### src/sv/spdfr_pkg.sv
// Shared types and constants for the serial packet deframer.
// Used by spdfr_core and serial_packet_deframer; depends on nothing.
`default_nettype none

package spdfr_pkg;

   // Framing bytes
   localparam logic [7:0] TXT_START = 8'h40;  // '@'
   localparam logic [7:0] TXT_CR    = 8'h0D;
   localparam logic [7:0] TXT_LF    = 8'h0A;
   localparam logic [7:0] BIN_START = 8'hFF;
   localparam logic [7:0] BIN_TAIL  = 8'hFE;

   // Sticky error codes
   localparam logic [1:0] ERR_NONE     = 2'd0;
   localparam logic [1:0] ERR_OVERFLOW = 2'd1;
   localparam logic [1:0] ERR_TAIL     = 2'd2;

   // Receive modes
   localparam logic MODE_TEXT   = 1'b0;
   localparam logic MODE_BINARY = 1'b1;

   // Configuration register indexes
   localparam logic CSR_RX_MODE   = 1'b0;
   localparam logic CSR_RX_ENABLE = 1'b1;

   localparam int COUNT_W = 7;

   // One result beat
   typedef struct packed {
      logic               data_valid;
      logic [7:0]         data_byte;
      logic [5:0]         data_index;
      logic               frame_done;
      logic [COUNT_W-1:0] frame_length;
      logic [1:0]         error_code;
      logic               area_full;
      logic               full_warning;
   } result_type;

   // Framing state as seen from outside the core
   typedef struct packed {
      logic [1:0]         phase;
      logic [COUNT_W-1:0] count;
      logic               full;
   } status_type;

endpackage

`default_nettype wire

### src/sv/spdfr_core.sv
// Framing state machine and per-byte decode for the serial packet deframer.
// Depends on spdfr_pkg.
`default_nettype none

module spdfr_core #(
   parameter int TEXT_CAPACITY = 32,
   parameter int BIN_LEN       = 4
) (
   input  wire logic                   clock,
   input  wire logic                   reset,
   input  wire logic                   step,      // one byte is processed this cycle
   input  wire logic [7:0]             rx_byte,
   input  wire logic                   rx_mode,
   input  wire logic                   rx_enable,
   output spdfr_pkg::result_type       result,
   output spdfr_pkg::status_type       status
);
   import spdfr_pkg::*;

   localparam logic [1:0] PH_WAIT = 2'd0;
   localparam logic [1:0] PH_DATA = 2'd1;
   localparam logic [1:0] PH_END  = 2'd2;

   localparam logic [COUNT_W-1:0] TEXT_LIMIT = COUNT_W'(TEXT_CAPACITY - 3);
   localparam logic [COUNT_W-1:0] BIN_LIMIT  = COUNT_W'(BIN_LEN);

   logic [1:0]         phase_ff, phase_in;
   logic [COUNT_W-1:0] count_ff, count_in;
   logic               full_ff, full_in;
   logic [1:0]         error_ff, error_in;

   // Next state and result for the byte on rx_byte
   always_comb begin
      phase_in = phase_ff;
      count_in = count_ff;
      full_in  = full_ff;
      error_in = error_ff;
      result   = '0;

      if (rx_enable) begin
         if (full_ff) begin
            result.full_warning = 1'b1;
            error_in            = ERR_OVERFLOW;
         end else if (rx_mode == MODE_TEXT) begin
            case (phase_ff)
               PH_WAIT: begin
                  if (rx_byte == TXT_START) phase_in = PH_DATA;
               end
               PH_DATA: begin
                  if (rx_byte == TXT_CR) begin
                     phase_in = PH_END;
                  end else if (count_ff < TEXT_LIMIT) begin
                     result.data_valid = 1'b1;
                     result.data_byte  = rx_byte;
                     result.data_index = count_ff[5:0];
                     count_in          = count_ff + 1'b1;
                  end else begin
                     // cut the packet and lock the area
                     result.frame_done   = 1'b1;
                     result.frame_length = count_ff;
                     phase_in            = PH_WAIT;
                     count_in            = '0;
                     full_in             = 1'b1;
                     error_in            = ERR_OVERFLOW;
                  end
               end
               default: begin
                  if (rx_byte == TXT_LF) begin
                     result.frame_done   = 1'b1;
                     result.frame_length = count_ff;
                     phase_in            = PH_WAIT;
                     count_in            = '0;
                  end
               end
            endcase
         end else begin
            case (phase_ff)
               PH_WAIT: begin
                  if (rx_byte == BIN_START) phase_in = PH_DATA;
               end
               PH_DATA: begin
                  if (count_ff < BIN_LIMIT) begin
                     result.data_valid = 1'b1;
                     result.data_byte  = rx_byte;
                     result.data_index = count_ff[5:0];
                     count_in          = count_ff + 1'b1;
                  end else if (rx_byte == BIN_TAIL) begin
                     result.frame_done   = 1'b1;
                     result.frame_length = count_ff;
                     phase_in            = PH_WAIT;
                     count_in            = '0;
                  end else begin
                     // wrong tail: flag it and keep waiting
                     error_in = ERR_TAIL;
                  end
               end
               default: begin
                  // ending phase carried over from text mode: ignore
               end
            endcase
         end
      end

      result.error_code = error_in;
      result.area_full  = full_in;
   end

   // State registers
   always_ff @(posedge clock) begin
      if (reset) begin
         phase_ff <= PH_WAIT;
         count_ff <= '0;
         full_ff  <= 1'b0;
         error_ff <= ERR_NONE;
      end else if (step) begin
         phase_ff <= phase_in;
         count_ff <= count_in;
         full_ff  <= full_in;
         error_ff <= error_in;
      end
   end

   assign status.phase = phase_ff;
   assign status.count = count_ff;
   assign status.full  = full_ff;

endmodule

`default_nettype wire

### src/sv/serial_packet_deframer.sv
// Top level of the serial packet deframer: stream ports, input and result registers.
// Depends on spdfr_pkg and spdfr_core.
`default_nettype none

// Takes one received byte per beat on req_ and gives exactly one result beat on
// rsp_ for each. A byte is held in an input register, decoded against the
// framing state and written to the result register, and a new byte can be taken
// every cycle; throughput is one byte per clock, paced only by rsp_tready.
// rsp_tuser marks a stored payload byte and rsp_tlast marks the end of a packet
// (correct end or overflow cut). Configuration is written through csr_ with no
// handshake and should only be changed while no byte is in flight.
module serial_packet_deframer #(
   parameter int TEXT_CAPACITY = 32,  // 4..64, text payload limit is this minus 3
   parameter int BIN_LEN       = 4    // 1..64 binary payload bytes
) (
   input  wire logic        clock,
   input  wire logic        reset,
   // Byte input
   input  wire logic        req_tvalid,
   output      logic        req_tready,
   input  wire logic [7:0]  req_tdata,    // [7:0] rx_byte
   // Result output
   output      logic        rsp_tvalid,
   input  wire logic        rsp_tready,
   output      logic [31:0] rsp_tdata,    // [7:0] data_byte, [13:8] data_index,
                                          // [20:14] frame_length, [22:21] error_code,
                                          // [23] area_full, [24] full_warning, rest 0
   output      logic        rsp_tlast,    // frame_done
   output      logic        rsp_tuser,    // data_valid
   // Configuration
   input  wire logic        csr_we,
   input  wire logic        csr_addr,
   input  wire logic        csr_wdata
);
   import spdfr_pkg::*;

   logic       mode_ff, enable_ff;
   logic       in_valid_ff;
   logic [7:0] in_byte_ff;
   logic       out_valid_ff;
   result_type out_ff;
   result_type core_result;
   status_type core_status;
   logic       advance;
   logic       step;

   // Result slot is free or being emptied this cycle
   assign advance    = !out_valid_ff || rsp_tready;
   assign step       = in_valid_ff && advance;
   assign req_tready = !in_valid_ff || advance;

   // Configuration registers
   always_ff @(posedge clock) begin
      if (reset) begin
         mode_ff   <= MODE_TEXT;
         enable_ff <= 1'b1;
      end else if (csr_we) begin
         case (csr_addr)
            CSR_RX_MODE:   mode_ff   <= csr_wdata;
            CSR_RX_ENABLE: enable_ff <= csr_wdata;
            default: ;
         endcase
      end
   end

   // Input register
   always_ff @(posedge clock) begin
      if (reset) begin
         in_valid_ff <= 1'b0;
      end else if (req_tready) begin
         in_valid_ff <= req_tvalid;
      end
   end

   always_ff @(posedge clock) begin
      if (req_tready && req_tvalid) begin
         in_byte_ff <= req_tdata;
      end
   end

   spdfr_core #(
      .TEXT_CAPACITY (TEXT_CAPACITY),
      .BIN_LEN       (BIN_LEN)
   ) u_core (
      .clock     (clock),
      .reset     (reset),
      .step      (step),
      .rx_byte   (in_byte_ff),
      .rx_mode   (mode_ff),
      .rx_enable (enable_ff),
      .result    (core_result),
      .status    (core_status)
   );

   // Result register
   always_ff @(posedge clock) begin
      if (reset) begin
         out_valid_ff <= 1'b0;
      end else if (advance) begin
         out_valid_ff <= in_valid_ff;
      end
   end

   always_ff @(posedge clock) begin
      if (step) begin
         out_ff <= core_result;
      end
   end

   assign rsp_tvalid = out_valid_ff;
   assign rsp_tuser  = out_ff.data_valid;
   assign rsp_tlast  = out_ff.frame_done;
   assign rsp_tdata  = {7'd0, out_ff.full_warning, out_ff.area_full, out_ff.error_code,
                        out_ff.frame_length, out_ff.data_index, out_ff.data_byte};

   // Checks
   a_full_sticky: assert property (@(posedge clock) disable iff (reset)
      core_status.full |=> core_status.full)
      else $error("full flag cleared without reset");

   a_count_bound: assert property (@(posedge clock) disable iff (reset)
      core_status.count <= COUNT_W'(64))
      else $error("byte count beyond packet limit");

   a_store_xor_end: assert property (@(posedge clock) disable iff (reset)
      rsp_tvalid |-> !(rsp_tuser && rsp_tlast))
      else $error("payload byte and frame end in one result");

   a_warn_implies_full: assert property (@(posedge clock) disable iff (reset)
      (rsp_tvalid && out_ff.full_warning) |->
         (out_ff.area_full && out_ff.error_code == ERR_OVERFLOW))
      else $error("full warning without full area and overflow error");

   a_step_fills_slot: assert property (@(posedge clock) disable iff (reset)
      step |=> rsp_tvalid)
      else $error("processed byte produced no result");

endmodule

`default_nettype wire
### config.mk
export PLATFORM = sky130hd
export DESIGN_NAME = serial_packet_deframer
export DESIGN_NICKNAME = d
export VERILOG_FILES = /design/src/sv/spdfr_pkg.sv /design/src/sv/spdfr_core.sv /design/src/sv/serial_packet_deframer.sv
export SDC_FILE = /design/constraint.sdc
export NUM_CORES = 1
export LEC_CHECK = 0
export BUFFER_PORTS_ARGS = -buffer_cell sky130_fd_sc_hd__buf_2
export CORE_MARGIN = 3
export CORE_UTILIZATION = 30
export CTS_CLUSTER_DIAMETER = 200
export DETAILED_ROUTE_END_ITERATION = 7
export GPL_TIMING_DRIVEN = 0
export MAX_ROUTING_LAYER = met4
export PLACE_DENSITY_LB_ADDON = 0.15
export SLEW_MARGIN = 20
export SYNTH_ARGS = -nofsm -noshare
export SYNTH_HDL_FRONTEND = slang
export SYNTH_SLANG_ARGS = --single-unit
### constraint.sdc
create_clock -name clock -period 5.7 [get_ports clock]
set_input_delay 0.57 -clock clock [delete_from_list [all_inputs] [get_ports clock]]
set_output_delay 0.57 -clock clock [all_outputs]
set_load 0.01 [all_outputs]
==> out/summary.md <==
## Global routing
* number of global-route vias before repair: 1563
* first-pass GRT wire length: 7638 microns
* number of antenna violations at the first check in global routing: 0
* pin count of the biggest net entering global routing: 22
* overall fraction of global-route tracks in use: 11.53%
* final global-route overflow total: 0

## Place
* I/O Buffers: 43
* last weighted congestion value of the routability-driven placer: 0.8549
* dpl hpwl: 3570 microns
* post-placement setup slack: 3.433 ns

## CTS
* Clk Latency, worst-skew pair: 0.29 ns
* clock slew at the register clock pins of the worst setup and hold paths: 0.09 ns
* Post-CTS Setup Repair Bufs: 0
* clock net sink count: 51
* Clock Path Buffers: 2
* Num CTS Buffers: 5
* hold bufs inserted after CTS: 0
* clock tree from TritonCTS: built
* H-Tree Level Count: 2
* clock root buffer: sky130_fd_sc_hd__clkbuf_8
* post_cts resized: 0

## Cells and area
* nets@finish: 277
* layout filler cell count: 757
* Reg area: 1371 sq um
* final antenna diode count: 0
* proportion of layout cells with a drive suffix above 1: 27.86%
* area of combinational cells with multiple inputs: 898.4 sq um
* area added between synthesis and finish: 20.42%
* share of the core filled with cells: 38.05%

## Outcome
* status: completed

## Power
* Pleak: 1.123 nW
* Worst VDD drop: 82.21 uV
* power density normalized to cell area: 236.7 nW/um^2

## Worst setup path
* Data arrival, critical path: 2.49 ns
* Critical Path Stages: 5
* Crit path required time: 5.93 ns
* cell-by-cell trace of the critical path: or4_4 -> nor4_1 -> a31oi_1 -> a31o_2 -> a21oi_1
* type of element capturing the critical path: flop
* highest net fanout along the worst path: 7
* r2r endpoint: u_core.count_ff[0]$_SDFFE_PP0P_
* largest delay contributor family on the critical path: simple AND/OR/NAND/NOR gates
* critical path class: reg2reg
* startpoint of the worst register-to-register path: in_byte_ff[1]$_DFFE_PP_
* slowest stage delay, CP: 0.58 ns
* Worst R2R Path Depth: 5
* Max stage delay cell, worst path: sky130_fd_sc_hd__or4_4
* reg-to-reg setup timing slack: 3.44 ns
* number of buffer and inverter stages on the critical path: 0
* startpoint class of the critical path: flop

## STA
* clock skew: 0.007802 ns
* Final Worst Setup Slack: 3.439 ns
* number of setup violations in the final report: 0
* number of slew-limit violations in the final report: 0
* RSZ-0062 raised after global routing: no
* final hold viol count: 0
* worst relative slew slack: 62.62%
* accumulated negative setup slack: 0 ns
* transition time of the tightest slew-check pin: 0.5555 ns
* portion of the clock cycle consumed by the worst path in the final layout: 39.67%
* final worst path period need: 2.261 ns
* maximum clock frequency: 0.4423 GHz

## Floorplan
* die height: 94.34 microns
* floorplan die width: 94.34 microns
* site row count: 31
* Starting Density: 31.60%
* top-level I/O count: 51
* full die area: 8899 sq um
* area of the core region: 7408 sq um

## Drt
* DRC errors left: 0
* wire length per cell: 13.10 microns
* via density per instance: 4.745
* Starting DRT DRC Count: 75
* wirelength, routed: 4730 microns
* first drt pass iteration count: 4
* antenna viol nets, final: 0
* number of vias in the routed layout: 1713

## Yosys
* Avg Inst Size Synth: 11.53 sq um
* EDFF count, synth: 35
* sequential fraction of the synthesis area: 58.58%
* number of different library cells in the post-synthesis netlist: 57
* netlist area before placement: 2341 sq um
* Yosys Warn Count: 0
* count of state elements after synthesis: 51
* most used flip-flop cell after synthesis: sky130_fd_sc_hd__edfxtp_1
* async set or reset register ratio after synthesis: 0%
* Synth Instances: 203

## Worst hold path
* worst hold path startpoint: req_tdata[5]
* sink of the worst hold path: in_byte_ff[5]$_DFFE_PP_
* count of cells along the worst hold path: 1
* classification of the worst-slack hold path: in2reg

## Job
* max_cap viols: 0

[worst max path at each step]
| stage | start | to | slack [ns] |
|---|---|---|---|
| after floorplan | rsp_tready | u_core.error_ff[1]$_SDFFE_PP0P_ | 3.61 |
| after global placement | rsp_tready | u_core.error_ff[1]$_SDFFE_PP0P_ | 3.04 |
| after detailed placement | in_byte_ff[1]$_DFFE_PP_ | u_core.count_ff[2]$_SDFFE_PP0P_ | 3.43 |
| after CTS | in_byte_ff[1]$_DFFE_PP_ | u_core.count_ff[2]$_SDFFE_PP0P_ | 3.42 |
| after global routing | in_byte_ff[1]$_DFFE_PP_ | u_core.count_ff[6]$_SDFFE_PP0P_ | 3.27 |
| final | in_byte_ff[1]$_DFFE_PP_ | u_core.count_ff[0]$_SDFFE_PP0P_ | 3.44 |
[cells in the final DEF, fill, tap and decap left out, types with 3 or more instances in the layout]
master                     instances
sky130_fd_sc_hd__or4_1             4
sky130_fd_sc_hd__nand3_1           8
sky130_fd_sc_hd__nor4_1            3
sky130_fd_sc_hd__nor2_1           12
sky130_fd_sc_hd__edfxtp_1         35
sky130_fd_sc_hd__clkbuf_1          3
sky130_fd_sc_hd__nor2b_1           4
sky130_fd_sc_hd__clkbuf_8          5
sky130_fd_sc_hd__inv_1             4
sky130_fd_sc_hd__nand2b_1          3
sky130_fd_sc_hd__clkbuf_2          3
sky130_fd_sc_hd__nor3_1            3
sky130_fd_sc_hd__and2_1           10
sky130_fd_sc_hd__conb_1            8
sky130_fd_sc_hd__nand2_1           4
sky130_fd_sc_hd__o31ai_1           4
sky130_fd_sc_hd__buf_4             7
sky130_fd_sc_hd__clkinv_2          3
sky130_fd_sc_hd__a31oi_1           4
sky130_fd_sc_hd__buf_2            44
sky130_fd_sc_hd__and3_1           15
sky130_fd_sc_hd__dfxtp_1          16
sky130_fd_sc_hd__a21oi_1          14
sky130_fd_sc_hd__o21ai_0           6
[synth_stat cells, drive strengths merged (6+ instances only)]
library cell,n,area share [%]
a21oi,14,3.0
and2,11,3.0
and3,15,4.0
buf,8,2.5
clkbuf,6,1.1
dfxtp,16,14
edfxtp,35,45
nand3,8,1.7
nor2,12,1.9
o21ai,8,2.2
or4,6,2.2
[report_power, final]
part           internal (mW)  total, mW  switching (mW)
clock                 0.0842      0.197           0.113
combinational         0.0233     0.0541          0.0308
sequential             0.408      0.416         0.00747
total                  0.516      0.667           0.151
[state kept, by name, summed over array words and instances, names as in the netlist, 2 cells and up]
name,flops
u_core.error_ff,2
u_core.count_ff,7
rsp_tdata,25
in_byte_ff,8
u_core.phase_ff,2
[cell type report]
class,count,share of cell area [%]
clock buffers,5,2.441
well taps,99,4.394
plain buffers,14,2.974
clock inverters,3,0.5326
multi-input cells,141,31.87
repair buffers,44,8.611
flip-flops and latches,51,48.65
inverters,4,0.5326
[worst register-to-register path, stage by stage, from the launching register on]
cell	delay, ns
sky130_fd_sc_hd__edfxtp_1	0.48
sky130_fd_sc_hd__or4_4	0.58
sky130_fd_sc_hd__nor4_1	0.50
sky130_fd_sc_hd__a31oi_1	0.20
sky130_fd_sc_hd__a31o_2	0.31
sky130_fd_sc_hd__a21oi_1	0.12
[per-layer routing]
metal	track usage, %	part of all wire (%)	vias to the layer above
met5	-	0	-
met4	4.212	1.9	0
met3	3.187	6.5	8
met2	16.73	44	55
met1	15.43	48	766
li1	-	-	884
[through the flow]
step | std cells | area, sq um | total power [mW] | hold slack (ns)
global placement | 352 | 2706 | 0.4769 | 0.4814
detailed placement | 353 | 2735 | 0.4792 | 0.4931
global route | 361 | 2819 | 0.7089 | 0.4159
floorplan | 210 | 2367 | 0.4557 | 0.4687
finish | 361 | 2819 | 0.6671 | 0.4425
CTS | 361 | 2819 | 0.6783 | 0.4350
[logic make-up after synthesis]
kind of cell    count (synthesis)  share of synthesized area [%]
simple gates                   80                          20.36
flops                          51                          58.58
compound gates                 50                          15.39
buf+inv                        18                          4.168
fa+ha+maj                       1                         0.5344
other cells                     1                         0.1602
xor+xnor                        1                         0.3742
mux                             1                         0.4276
No activity file was read; power rests on OpenSTA's default activity.
